[src/gfac_pkg.sv]
// Shared types, constants and the 2^x table for the gain factor mapper.
`default_nettype none

package gfac_pkg;

  localparam int EXP_TABLE_ENTRIES = 64;
  localparam int JW = $clog2(EXP_TABLE_ENTRIES + 1);
  localparam int QW = 16 + JW;
  localparam int NW = 7;

  localparam logic [63:0] LN2_Q30 = 64'd744261118;
  localparam logic signed [23:0] DB_TO_EXP_Q24 = 24'sd2786635;

  typedef enum logic [2:0] {
    REG_MODE       = 3'd0,
    REG_MIN_FACTOR = 3'd1,
    REG_MAX_FACTOR = 3'd2,
    REG_MIN_DB     = 3'd3,
    REG_MAX_DB     = 3'd4
  } reg_idx_t;

  typedef enum logic {
    MODE_LINEAR = 1'b0,
    MODE_LOG    = 1'b1
  } gain_mode_t;

  typedef struct packed {
    gain_mode_t         mode;
    logic [23:0]        min_factor;
    logic [23:0]        max_factor;
    logic signed [15:0] min_db;
    logic signed [15:0] max_db;
  } cfg_t;

  typedef struct packed {
    logic [23:0] v;
    logic        last;
  } interp_t;

  typedef struct packed {
    logic [23:0]          lin;
    logic [31:0]          m;
    logic signed [NW-1:0] n;
    logic                 last;
  } expo_t;

  function automatic logic [63:0] taylor_step(input logic [63:0] term,
                                              input logic [63:0] y);
    return (term * y + (64'd1 << 29)) >> 30;
  endfunction

  // Q30 value of 2^(idx/N), built at elaboration.
  function automatic logic [31:0] exp_tab_entry(input int unsigned idx);
    logic [63:0] y;
    logic [63:0] term;
    logic [63:0] sum;
    y = (64'(idx) * LN2_Q30 + 64'(EXP_TABLE_ENTRIES / 2)) / 64'(EXP_TABLE_ENTRIES);
    term = 64'd1 << 30;
    sum = term;
    term = taylor_step(term, y) / 64'd1;  sum = sum + term;
    term = taylor_step(term, y) / 64'd2;  sum = sum + term;
    term = taylor_step(term, y) / 64'd3;  sum = sum + term;
    term = taylor_step(term, y) / 64'd4;  sum = sum + term;
    term = taylor_step(term, y) / 64'd5;  sum = sum + term;
    term = taylor_step(term, y) / 64'd6;  sum = sum + term;
    term = taylor_step(term, y) / 64'd7;  sum = sum + term;
    term = taylor_step(term, y) / 64'd8;  sum = sum + term;
    term = taylor_step(term, y) / 64'd9;  sum = sum + term;
    term = taylor_step(term, y) / 64'd10; sum = sum + term;
    term = taylor_step(term, y) / 64'd11; sum = sum + term;
    term = taylor_step(term, y) / 64'd12; sum = sum + term;
    term = taylor_step(term, y) / 64'd13; sum = sum + term;
    term = taylor_step(term, y) / 64'd14; sum = sum + term;
    term = taylor_step(term, y) / 64'd15; sum = sum + term;
    term = taylor_step(term, y) / 64'd16; sum = sum + term;
    term = taylor_step(term, y) / 64'd17; sum = sum + term;
    term = taylor_step(term, y) / 64'd18; sum = sum + term;
    term = taylor_step(term, y) / 64'd19; sum = sum + term;
    term = taylor_step(term, y) / 64'd20; sum = sum + term;
    term = taylor_step(term, y) / 64'd21; sum = sum + term;
    if (idx == 0) begin
      sum = 64'd1 << 30;
    end else if (idx == EXP_TABLE_ENTRIES) begin
      sum = 64'd1 << 31;
    end
    return sum[31:0];
  endfunction

endpackage

`default_nettype wire

[src/gfac_regs.sv]
// APB configuration registers for the gain factor mapper.
`default_nettype none

module gfac_regs
  import gfac_pkg::*;
(
  input  wire logic        clk,
  input  wire logic        rst,
  input  wire logic        psel,
  input  wire logic        penable,
  input  wire logic        pwrite,
  input  wire logic [4:0]  paddr,
  input  wire logic [31:0] pwdata,
  output      logic [31:0] prdata,
  output      logic        pready,
  output      cfg_t        cfg
);

  reg_idx_t idx;
  logic     wr;

  assign pready = 1'b1;
  assign idx    = reg_idx_t'(paddr[4:2]);
  assign wr     = psel && penable && pwrite && pready;

  always_ff @(posedge clk) begin
    if (rst) begin
      cfg.mode       <= MODE_LINEAR;
      cfg.min_factor <= 24'd0;
      cfg.max_factor <= 24'd1048576;
      cfg.min_db     <= -16'sd24576;
      cfg.max_db     <= 16'sd0;
    end else if (wr) begin
      unique case (idx)
        REG_MODE:       cfg.mode       <= gain_mode_t'(pwdata[0]);
        REG_MIN_FACTOR: cfg.min_factor <= pwdata[23:0];
        REG_MAX_FACTOR: cfg.max_factor <= pwdata[23:0];
        REG_MIN_DB:     cfg.min_db     <= $signed(pwdata[15:0]);
        REG_MAX_DB:     cfg.max_db     <= $signed(pwdata[15:0]);
        default: begin
        end
      endcase
    end
  end

  always_comb begin
    unique case (idx)
      REG_MODE:       prdata = {31'd0, cfg.mode};
      REG_MIN_FACTOR: prdata = {8'd0, cfg.min_factor};
      REG_MAX_FACTOR: prdata = {8'd0, cfg.max_factor};
      REG_MIN_DB:     prdata = 32'(cfg.min_db);
      REG_MAX_DB:     prdata = 32'(cfg.max_db);
      default:        prdata = 32'd0;
    endcase
  end

endmodule

`default_nettype wire

[src/gfac_interp.sv]
// Clamp, position and linear interpolation of factor or dB value (3 stages).
`default_nettype none

module gfac_interp
  import gfac_pkg::*;
(
  input  wire logic               clk,
  input  wire logic               rst,
  input  wire cfg_t               cfg,
  input  wire logic               in_valid,
  output      logic               in_ready,
  input  wire logic signed [17:0] sample,
  input  wire logic               last,
  output      logic               out_valid,
  input  wire logic               out_ready,
  output      interp_t            out_data
);

  logic [2:0] vld;
  logic [2:0] en;

  logic signed [17:0] s_cl;
  logic [15:0]        db_a;
  logic [15:0]        db_b;

  logic [16:0]        p1;
  logic signed [24:0] diff1;
  logic [23:0]        base1;
  logic               last1;

  logic signed [42:0] prod2;
  logic [23:0]        base2;
  logic               last2;

  logic signed [43:0] acc;
  logic [23:0]        v3;
  logic               last3;

  always_comb begin
    en[2] = !vld[2] || out_ready;
    en[1] = !vld[1] || en[2];
    en[0] = !vld[0] || en[1];
  end

  assign in_ready  = en[0];
  assign out_valid = vld[2];
  assign out_data  = '{v: v3, last: last3};

  always_ff @(posedge clk) begin
    if (rst) begin
      vld <= 3'b000;
    end else begin
      if (en[0]) vld[0] <= in_valid;
      if (en[1]) vld[1] <= vld[0];
      if (en[2]) vld[2] <= vld[1];
    end
  end

  // offset binary dB values
  assign db_a = {~cfg.min_db[15], cfg.min_db[14:0]};
  assign db_b = {~cfg.max_db[15], cfg.max_db[14:0]};

  always_comb begin
    if (sample > 18'sd32768) begin
      s_cl = 18'sd32768;
    end else if (sample < -18'sd32768) begin
      s_cl = -18'sd32768;
    end else begin
      s_cl = sample;
    end
  end

  always_ff @(posedge clk) begin
    if (en[0]) begin
      p1    <= 17'(s_cl + 18'sd32768);
      last1 <= last;
      if (cfg.mode == MODE_LOG) begin
        base1 <= {8'd0, db_a};
        diff1 <= $signed({9'd0, db_b}) - $signed({9'd0, db_a});
      end else begin
        base1 <= cfg.min_factor;
        diff1 <= $signed({1'b0, cfg.max_factor}) - $signed({1'b0, cfg.min_factor});
      end
    end
  end

  always_ff @(posedge clk) begin
    if (en[1]) begin
      prod2 <= diff1 * $signed({1'b0, p1});
      base2 <= base1;
      last2 <= last1;
    end
  end

  assign acc = $signed({4'd0, base2, 16'd0}) + 44'(prod2) + 44'sd32768;

  always_ff @(posedge clk) begin
    if (en[2]) begin
      v3    <= acc[39:16];
      last3 <= last2;
    end
  end

endmodule

`default_nettype wire

[src/gfac_exp.sv]
// dB to base-2 exponent and interpolated 2^x mantissa lookup (5 stages).
`default_nettype none

module gfac_exp
  import gfac_pkg::*;
(
  input  wire logic    clk,
  input  wire logic    rst,
  input  wire logic    in_valid,
  output      logic    in_ready,
  input  wire interp_t in_data,
  output      logic    out_valid,
  input  wire logic    out_ready,
  output      expo_t   out_data
);

  logic [4:0] vld;
  logic [4:0] en;

  logic [31:0] tab [0:EXP_TABLE_ENTRIES];

  for (genvar g = 0; g <= EXP_TABLE_ENTRIES; g++) begin : g_tab
    assign tab[g] = exp_tab_entry(g);
  end

  logic signed [15:0] db;

  logic signed [39:0] prod1;
  logic [23:0]        lin1;
  logic               last1;

  logic signed [40:0] xs;
  logic [QW-1:0]      q;
  logic [JW-1:0]      j_raw;
  logic [JW-1:0]      j2;
  logic [15:0]        r2;
  logic signed [NW-1:0] n2;
  logic [23:0]        lin2;
  logic               last2;

  logic [31:0]        tj3;
  logic [31:0]        dt3;
  logic [15:0]        r3;
  logic signed [NW-1:0] n3;
  logic [23:0]        lin3;
  logic               last3;

  logic [47:0]        prod4;
  logic [31:0]        tj4;
  logic signed [NW-1:0] n4;
  logic [23:0]        lin4;
  logic               last4;

  logic [31:0]        m5;
  logic signed [NW-1:0] n5;
  logic [23:0]        lin5;
  logic               last5;

  always_comb begin
    en[4] = !vld[4] || out_ready;
    for (int k = 3; k >= 0; k--) begin
      en[k] = !vld[k] || en[k+1];
    end
  end

  assign in_ready  = en[0];
  assign out_valid = vld[4];
  assign out_data  = '{lin: lin5, m: m5, n: n5, last: last5};

  always_ff @(posedge clk) begin
    if (rst) begin
      vld <= 5'd0;
    end else begin
      if (en[0]) vld[0] <= in_valid;
      for (int k = 1; k < 5; k++) begin
        if (en[k]) vld[k] <= vld[k-1];
      end
    end
  end

  assign db = $signed({~in_data.v[15], in_data.v[14:0]});

  always_ff @(posedge clk) begin
    if (en[0]) begin
      prod1 <= db * DB_TO_EXP_Q24;
      lin1  <= in_data.v;
      last1 <= in_data.last;
    end
  end

  // Q16 exponent, integer part n and fraction index into the table
  assign xs    = (41'(prod1) + 41'sd32768) >>> 16;
  assign q     = QW'(xs[15:0]) * QW'(EXP_TABLE_ENTRIES);
  assign j_raw = q[QW-1:16];

  always_ff @(posedge clk) begin
    if (en[1]) begin
      j2    <= (j_raw >= JW'(EXP_TABLE_ENTRIES)) ? JW'(EXP_TABLE_ENTRIES - 1) : j_raw;
      r2    <= q[15:0];
      n2    <= xs[NW+15:16];
      lin2  <= lin1;
      last2 <= last1;
    end
  end

  always_ff @(posedge clk) begin
    if (en[2]) begin
      tj3   <= tab[j2];
      dt3   <= tab[j2 + JW'(1)] - tab[j2];
      r3    <= r2;
      n3    <= n2;
      lin3  <= lin2;
      last3 <= last2;
    end
  end

  always_ff @(posedge clk) begin
    if (en[3]) begin
      prod4 <= 48'(dt3) * 48'(r3);
      tj4   <= tj3;
      n4    <= n3;
      lin4  <= lin3;
      last4 <= last3;
    end
  end

  always_ff @(posedge clk) begin
    if (en[4]) begin
      m5    <= tj4 + 32'((prod4 + 48'd32768) >> 16);
      n5    <= n4;
      lin5  <= lin4;
      last5 <= last4;
    end
  end

endmodule

`default_nettype wire

[src/gfac_shift.sv]
// Final scaling, saturation and mode select into the output register.
`default_nettype none

module gfac_shift
  import gfac_pkg::*;
(
  input  wire logic        clk,
  input  wire logic        rst,
  input  wire cfg_t        cfg,
  input  wire logic        in_valid,
  output      logic        in_ready,
  input  wire expo_t       in_data,
  output      logic        out_valid,
  input  wire logic        out_ready,
  output      logic [23:0] gain,
  output      logic        sat,
  output      logic        last
);

  logic signed [7:0] sh;
  logic [40:0]       half;
  logic [40:0]       t;
  logic [23:0]       gain_next;
  logic              sat_next;

  assign in_ready = !out_valid || out_ready;
  assign sh       = 8'sd10 - 8'(in_data.n);
  assign half     = 41'd1 << (sh[6:0] - 7'd1);
  assign t        = (41'(in_data.m) + half) >> sh[6:0];

  always_comb begin
    gain_next = 24'd0;
    sat_next  = 1'b0;
    if (cfg.mode == MODE_LINEAR) begin
      gain_next = in_data.lin;
    end else if (in_data.n >= NW'(4)) begin
      sat_next = 1'b1;
    end else if (sh > 8'sd40) begin
      gain_next = 24'd0;
    end else if (t > 41'hFFFFFF) begin
      sat_next = 1'b1;
    end else begin
      gain_next = t[23:0];
    end
    if (sat_next) gain_next = 24'hFFFFFF;
  end

  always_ff @(posedge clk) begin
    if (rst) begin
      out_valid <= 1'b0;
    end else if (in_ready) begin
      out_valid <= in_valid;
    end
  end

  always_ff @(posedge clk) begin
    if (in_ready) begin
      gain <= gain_next;
      sat  <= sat_next;
      last <= in_data.last;
    end
  end

endmodule

`default_nettype wire

[src/sample_to_gain_factor.sv]
// Top level of the control sample to gain factor mapper.
// Maps a Q3.15 control sample, clamped to +-1, to an unsigned Q4.20 gain: linear
// interpolation between two factors, or a dB interpolation followed by 10^(dB/20)
// from an interpolated 2^x table. One transfer is taken every cycle unless m_tready
// holds the output; the path is 3 interpolation stages, 5 exponent/table stages
// and 1 output register. Each stage stalls only when it holds data, so bubbles
// close up under backpressure. No startup sweep.
`default_nettype none

module sample_to_gain_factor
  import gfac_pkg::*;
(
  input  wire logic        clk,
  input  wire logic        rst,
  input  wire logic        psel,
  input  wire logic        penable,
  input  wire logic        pwrite,
  input  wire logic [4:0]  paddr,
  input  wire logic [31:0] pwdata,
  output      logic [31:0] prdata,
  output      logic        pready,
  input  wire logic        s_tvalid,
  output      logic        s_tready,
  input  wire logic [23:0] s_tdata,   // [17:0] control_sample, [23:18] zero
  input  wire logic        s_tlast,
  output      logic        m_tvalid,
  input  wire logic        m_tready,
  output      logic [23:0] m_tdata,   // [23:0] gain_factor
  output      logic        m_tuser,   // [0] saturated
  output      logic        m_tlast
);

  cfg_t    cfg;
  interp_t ip_data;
  expo_t   ex_data;
  logic    ip_valid;
  logic    ip_ready;
  logic    ex_valid;
  logic    ex_ready;

  gfac_regs u_regs (
    .clk     (clk),
    .rst     (rst),
    .psel    (psel),
    .penable (penable),
    .pwrite  (pwrite),
    .paddr   (paddr),
    .pwdata  (pwdata),
    .prdata  (prdata),
    .pready  (pready),
    .cfg     (cfg)
  );

  gfac_interp u_interp (
    .clk       (clk),
    .rst       (rst),
    .cfg       (cfg),
    .in_valid  (s_tvalid),
    .in_ready  (s_tready),
    .sample    ($signed(s_tdata[17:0])),
    .last      (s_tlast),
    .out_valid (ip_valid),
    .out_ready (ip_ready),
    .out_data  (ip_data)
  );

  gfac_exp u_exp (
    .clk       (clk),
    .rst       (rst),
    .in_valid  (ip_valid),
    .in_ready  (ip_ready),
    .in_data   (ip_data),
    .out_valid (ex_valid),
    .out_ready (ex_ready),
    .out_data  (ex_data)
  );

  gfac_shift u_shift (
    .clk       (clk),
    .rst       (rst),
    .cfg       (cfg),
    .in_valid  (ex_valid),
    .in_ready  (ex_ready),
    .in_data   (ex_data),
    .out_valid (m_tvalid),
    .out_ready (m_tready),
    .gain      (m_tdata),
    .sat       (m_tuser),
    .last      (m_tlast)
  );

endmodule

`default_nettype wire
[config.mk]
export PLATFORM = sky130hd
export DESIGN_NAME = sample_to_gain_factor
export DESIGN_NICKNAME = d
export VERILOG_FILES = /design/src/gfac_pkg.sv /design/src/gfac_regs.sv /design/src/gfac_interp.sv /design/src/gfac_exp.sv /design/src/gfac_shift.sv /design/src/sample_to_gain_factor.sv
export SDC_FILE = /design/constraint.sdc
export NUM_CORES = 2
export LEC_CHECK = 0
export BUFFER_PORTS_ARGS = -buffer_cell sky130_fd_sc_hd__buf_2
export CAP_MARGIN = 20
export CORE_ASPECT_RATIO = 1.4
export CORE_MARGIN = 2
export CORE_UTILIZATION = 45
export CTS_CLUSTER_DIAMETER = 120
export DETAILED_ROUTE_END_ITERATION = 16
export GPL_TIMING_DRIVEN = 0
export PLACE_DENSITY = 0.57
export SYNTH_ARGS = -nofsm -noshare
export SYNTH_HDL_FRONTEND = slang
export SYNTH_SLANG_ARGS = --single-unit
[constraint.sdc]
create_clock -name clk -period 16.49 [get_ports clk]
set_input_delay 2.4735 -clock clk [delete_from_list [all_inputs] [get_ports clk]]
set_output_delay 2.4735 -clock clk [all_outputs]
set_load 0.05 [all_outputs]
## Yosys cells after proc, flatten, opt, wreduce, memory -nomap -nowiden

Memories as Yosys holds them, arrays and structs flattened.
Index checks and enable logic that the tools add are counted.

| operators by class | value |
|---|---|
| add/sub/neg operators | 13 |
| $mul | 3 |
| order comparisons | 8 |
| equality and inequality tests | 4 |
| shifts and indexed selects | 2 |
| mux-type cells | 17 |
| bitwise logic cells | 5 |
| reductions and logical operators | 26 |

Operators with widths:

| cell | number |
|---|---|
| 32-bit case mux with 5 select lines | 1 |
| 32-bit two-way mux | 4 |
| 24-bit two-way mux | 4 |
| 48-bit by 16-bit adder with 48-bit output (second input constant) | 1 |
| 32-bit by 10-bit multiplier with 42-bit output | 1 |
| 32-bit by 41-bit adder with 41-bit output | 1 |
| 41-bit by 24-bit greater-than comparator with 1-bit output (second input constant) | 1 |
| 1-bit by 7-bit left shift with 41-bit output (first input constant) | 1 |
| 41-bit by 7-bit >> shifter with 41-bit output | 1 |
| 40-bit by 17-bit adder with 40-bit output (second input constant) | 1 |
| 40-bit adder | 1 |
| 25-bit by 18-bit multiplier with 40-bit output | 1 |
| 39-bit by 17-bit adder with 39-bit output (second input constant) | 1 |
| 16-bit by 23-bit multiplier with 39-bit output (second input constant) | 1 |
| 17-bit two-way mux | 2 |
| 32-bit adder | 1 |
| 32-bit subtractor | 1 |
| 25-bit two-way mux | 1 |
| 24-bit by 24-bit subtractor with 25-bit output | 1 |
| 18-bit by 17-bit greater-than comparator with 1-bit output (second input constant) | 1 |
| 18-bit by 16-bit < comparator with 1-bit output (second input constant) | 1 |
| 17-bit adder (second input constant) | 1 |
| 16-bit by 16-bit subtractor with 17-bit output | 1 |
| 8-bit greater-or-equal comparator (second input constant) | 2 |
| other kinds (18) | 46 |

| word-level totals | value |
|---|---|
| register bits | 668 |
| memory bits (read-only) | 8192 |
| input port bits | 69 |
| output and inout bits | 61 |
| logic and storage cells | 131 |
| memories | 2 |

Memory list:

| memory | depth | width | read ports | clocked after Yosys merged registers in | wr ports | RTL line | text |
|---|---|---|---|---|---|---|---|
| (name not given) | 128 | 32 | 1 | 0 | 0 | gfac_exp.sv:109 | `dt3 <= tab[j2 + JW'(1)] - tab[j2];` |
| (name not given) | 128 | 32 | 1 | 0 | 0 | gfac_exp.sv:108 | `tj3 <= tab[j2];` |

## Logic depth before layout (Yosys ltp)

| depth | value |
|---|---|
| word-level depth | 10 |
| gate-level depth with buffers | 35 |
| mapped depth without buffers | 29 |

## Hierarchy

Synthesis repeated with hierarchy kept, for this count alone.

| unflattened totals | value |
|---|---|
| cell total of the unflattened synthesis | 7225 |
| area, all modules | 68075.3 µm² |

By module, submodules not included:

| module | instances | cells each | area each (µm²) | seq. area each (µm²) |
|---|---|---|---|---|
| gfac_exp | 1 | 3618 | 35282.6 | 10910.5 |
| gfac_interp | 1 | 2264 | 21942.3 | 4324.1 |
| gfac_shift | 1 | 953 | 7004.2 | 800.8 |
| gfac_regs | 1 | 390 | 3846.2 | 1621.6 |

## Worst setup path before layout

OpenSTA, ideal clock, no wires.

| timing path | value |
|---|---|
| path kind | input -> output |
| start point | input port m_tready |
| end point | output port s_tready |
| arrival | 6.869 ns |
| data required time | 14.016 ns |
| slack | 7.148 ns |
| cell stages on the path | 6 |
| path buffers | 0 |
| cell sequence | nor2b_1 -> and2_1 -> and3_1 -> nand3_1 -> nor2_1 -> nand3_1 |

| between the ends | value |
|---|---|
| cells in the longest elaborated chain, start to end | 9 |

RTL lines:

| what | RTL line | text |
|---|---|---|
| start, declared | sample_to_gain_factor.sv:27 | `input wire logic m_tready,` |
| 1-bit logical OR | gfac_shift.sv:26 | `assign in_ready = !out_valid \|\| out_ready;` |
| 1-bit logical OR | gfac_exp.sv:60 | `en[4] = !vld[4] \|\| out_ready;` |
| 1-bit logical OR (4 in series) | gfac_exp.sv:62 | `en[k] = !vld[k] \|\| en[k+1];` |
| named net ip_ready | sample_to_gain_factor.sv:37 | `logic ip_ready;` |
| 1-bit logical OR | gfac_interp.sv:40 | `en[2] = !vld[2] \|\| out_ready;` |
| 1-bit logical OR | gfac_interp.sv:41 | `en[1] = !vld[1] \|\| en[2];` |
| 1-bit logical OR | gfac_interp.sv:42 | `en[0] = !vld[0] \|\| en[1];` |
| end, declared | sample_to_gain_factor.sv:23 | `output logic s_tready,` |

The timed path passes the listed nets, and every way through them passes these cells.

## Worst setup path after layout

| timing path | value |
|---|---|
| start point | register u_exp.n5[0] |
| end point | register u_shift.gain[6] (data pin) |

| between the ends | value |
|---|---|
| cells in the longest elaborated chain, start to end | 10 |
| elaborated cells between the ends (all ways) | 16 |
| those cells by class | add/sub (3); order compare (3); shift (2); mux (8) |

RTL lines:

| what | RTL line | text |
|---|---|---|
| start, declared | gfac_exp.sv:55 | `logic signed [NW-1:0] n5;` |
| start signal, assigned | gfac_exp.sv:130 | `n5 <= n4;` |
| 5-bit by 7-bit subtractor with 8-bit output | gfac_shift.sv:27 | `assign sh = 8'sd10 - 8'(in_data.n);` |
| 7-bit by 1-bit subtractor with 7-bit output | gfac_shift.sv:28 | `assign half = 41'd1 << (sh[6:0] - 7'd1);` |
| 1-bit by 7-bit left shift with 41-bit output | gfac_shift.sv:28 |  |
| 32-bit by 41-bit adder with 41-bit output | gfac_shift.sv:29 | `assign t = (41'(in_data.m) + half) >> sh[6:0];` |
| 41-bit by 7-bit >> shifter with 41-bit output | gfac_shift.sv:29 |  |
| 41-bit by 24-bit greater-than comparator with 1-bit output | gfac_shift.sv:40 | `end else if (t > 41'hFFFFFF) begin` |
| 24-bit two-way mux / 1-bit two-way mux (equally long branches) | gfac_shift.sv:40 |  |
| 24-bit two-way mux / 1-bit two-way mux (equally long branches) | gfac_shift.sv:38 | `end else if (sh > 8'sd40) begin` |
| 24-bit two-way mux / 1-bit two-way mux (equally long branches) | gfac_shift.sv:36 | `end else if (in_data.n >= NW'(4)) begin` |
| 24-bit two-way mux / 1-bit two-way mux (equally long branches) | gfac_shift.sv:34 | `if (cfg.mode == MODE_LINEAR) begin` |
| end signal, assigned | gfac_shift.sv:58 | `gain <= gain_next;` |
| end, declared | gfac_shift.sv:15 | `output logic [23:0] gain,` |

Parallel ways exist; a longest one is shown, timed or not.
A chain may end at the register's enable or synchronous reset.

==> flow_summary.ini <==
[status]
status = finished clean

[timing]
finalSetupViolCount = 0
final.setup.tns_ps = 0
max_slew_margin_pct = 27.18
timing.fmax_ghz = 0.09105
clock_skew_ps = 36.03
worst_pin_slew_ps = 1092
slew_viol_final = 0
rsz0062_at_grt = no
min_period_ps = 10980
fin_crit_sh_pct = 66.61
hold_violations = 0

[routing]
drc = 0
num_vias = 51950
drt-wirelength-per-cell_um = 25.32
dr.pass1.iters = 9
viasPerCell = 5.726
wirelength_um = 229700
ant_nets = 0
drt_iter0_drc = 4024

[setup_path]
worstPathArrival_ps = 11240
worstPathRequired_ps = 16750
critPathMostFrequentCell = clkbuf_1
critPathSlowestCell = o41ai_1
end_kind = flip-flop
max_stage_delay_ps = 690
path_max_fanout = 11
critPathTopFamily = compound AO/OA/AOI/OAI gates
criticalPathCategory = reg2reg
start_kind = flip-flop
critPathBufInv = 8

[place]
place_congestion = 1.015
port_buffers = 108
hpwl_um = 184600
dp_cells = 8945

[cts]
cts_sinks = 618
cts_resized = 0
cts-root-buf = clkbuf_16
postCtsSetupBuffers = 0
htree_num_levels = 3
cts_made_buffers = 68
cts.path.max_buffers = 3
cts_tree = done
cts.clk_slew.worst_paths_ps = 60
holdBufCountCts = 0
clock_latency_ps = 680

[cells_and_area]
stdcell_count = 9073
synthToLayoutAreaGrowth_pct = 8.825
drive_above_1_share_pct = 4.328
nets = 8435

[synthesis]
syn-instance-count = 6914
synth-async-reset-ratio_pct = 0
yosysWarnings = 0
syn_avg_cell_area_um2 = 9.390
muxShareOfSynthArea_pct = 1.212
synth_adder_area_share_pct = 32.56
ys_types = 93
synth_top_family_by_area = adder cells
synth-simple-area-share_pct = 15.48
ys_ff_latch = 618
synth_compound_area_share_pct = 12.17
syn_area_um2 = 64920
synth-seq-area-share_pct = 27.20
synth-edff-count = 528
syn_nets = 8238
ys.flop_type = edfxtp_1
synthXorXnorAreaFrac_pct = 3.801

[die]
io_pins = 130
rows = 164
chipWidth_um = 325.0
initial_utilization_pct = 45.39
die_area_um2 = 147400
core_area_um2 = 143000
die_h_um = 453.4

[global_routing]
grt_overflow = 0
grt_max_degree = 73
antenna_found_initial = 5
grt_pass1_vias = 54570
grt_pass1_wl_um = 342800
grt_usage_pct = 31.35

[run]
drv_cap = 0

[worst_hold_path]
min_path_type = reg2reg
logic make-up (layout without fill, tap and decap cells):
group | count (synthesis) | in the layout
adder cells (fa/ha/maj) | 1256 | 1256
AO/OA/AOI/OAI | 1228 | 1228
XOR/XNOR | 278 | 278
flip-flops | 618 | 618
buffers and inverters | 1296 | 1544
other | 1 | 3
AND/OR/NAND/NOR | 2171 | 2171
multiplexers | 66 | 66
metrics by stage:
step                util, %  hold WS [ps]  worst slack [ps]  instance area [um2]
global placement      47.44         401.1              4557                67850
global route          49.39         392.1              4902                70650
detailed placement    47.66         404.5              5548                68160
finish                49.40         401.1              5507                70650
floorplan                 -         400.3              7148                64920
CTS                   49.36         387.8              5538                70600
final cells by class:
type,count,area [um2]
clock buffers,85,1829
clock inverters,36,609.3
repair buffers,127,862.1
fillers,13630,72370
well taps,1909,2389
multi-input cells,5000,42380
flip-flops and latches,618,17660
inverters,936,3516
diodes,2,5.005
plain buffers,360,1401
routing by layer:
layer,global-route usage [%],wire length (um)
met2,56.92,117300
met3,3.745,11500
met1,33.88,81430
met5,0,0
met4,22.28,19470
cell usage in the layout (no fill, tap or decap), types with 21 or more instances in the layout:
master and n:
xnor2_1 199, a211oi_1 65, o21a_1 47, buf_1 43
nand3_1 100, nor2_1 377, clkbuf_16 70, xor2_1 77
nand2_1 953, and3_1 45, o31ai_1 28, buf_2 116
fa_1 723, ha_1 532, and2_1 343, inv_1 926
dfxtp_1 90, a21o_1 56, nand4_1 23, a221o_1 37
nor2b_1 46, nand2b_1 33, or3_1 30, nor3_1 133
edfxtp_1 528, o21bai_1 21, clkbuf_1 312, a31oi_1 59
o21ai_0 262, a311oi_1 28, mux2i_1 46, a21oi_1 373
o211ai_1 53
registers in the layout, indices dropped and copies added, names as in the netlist, 17 cells and up:
register        count
u_exp.lin1         24
u_exp.lin5         24
u_regs.cfg         81
u_exp.lin2         24
u_interp.base2     24
u_interp.base1     24
u_exp.lin3         24
u_interp.v3        24
u_exp.prod1        24
u_shift.gain       24
u_exp.dt3          32
u_exp.prod4        33
u_interp.prod2     25
u_exp.m5           32
u_exp.tj4          30
u_interp.p1        17
u_exp.lin4         24
u_interp.diff1     25
u_exp.tj3          30
synthesized netlist by cell type (11+ instances only):
master	number	area (um2)
a21boi_0	20	150.1
o21a_1	47	352.8
or3_1	30	187.7
xnor2_1	199	1743
a22oi_1	11	82.58
and3_1	45	281.5
o221ai_1	20	175.2
nor2_1	378	1419
nor3b_1	11	82.58
a22o_1	17	148.9
or2_2	15	93.84
a311oi_1	28	245.2
nor3_1	133	665.6
a211oi_1	65	488.0
edfxtp_1	528	15860
nand3_1	102	510.5
a21oi_1	373	1867
fa_1	723	14470
nand2_1	956	3588
nand3b_1	11	82.58
o211ai_1	53	397.9
dfxtp_1	90	1802
nor2b_1	46	287.8
nand4_1	23	143.9
buf_1	43	161.4
a21o_1	56	420.4
nor4_1	11	68.82
o22ai_1	20	125.1
xor2_1	77	674.4
inv_1	928	3483
a221o_1	37	370.4
o31ai_1	28	210.2
ha_1	532	6656
o21ai_0	262	1311
and2_1	343	2146
o21bai_1	21	157.7
a31oi_1	59	369.1
nand2b_1	33	206.5
clkbuf_1	300	1126
mux2i_1	46	460.4
path summary, 6_finish.rpt:
path / startpoint / end / slack, ps / cells after the start
max: u_exp.n5[0] / u_shift.gain[6] / 5510 / 31
min: u_exp.lin4[23] / u_exp.lin5[23] / 400 / 0
max reg2reg: u_exp.n5[0] / u_shift.gain[6] / 5510 / 31
min reg2reg: u_exp.lin4[23] / u_exp.lin5[23] / 400 / 0
worst register-to-register path, delay by kind of cell, from the launching register on:
kind / cells / cell delay, ps
AO/OA/AOI/OAI: 11 / 3560
adder cells (fa/ha/maj): 2 / 660
buffers and inverters: 8 / 3070
flip-flops: 1 / 540
AND/OR/NAND/NOR: 10 / 2750
Power is left out: the tool's default activity adds up to more than one toggle a clock period on the data nets, which glitch-free logic cannot reach.
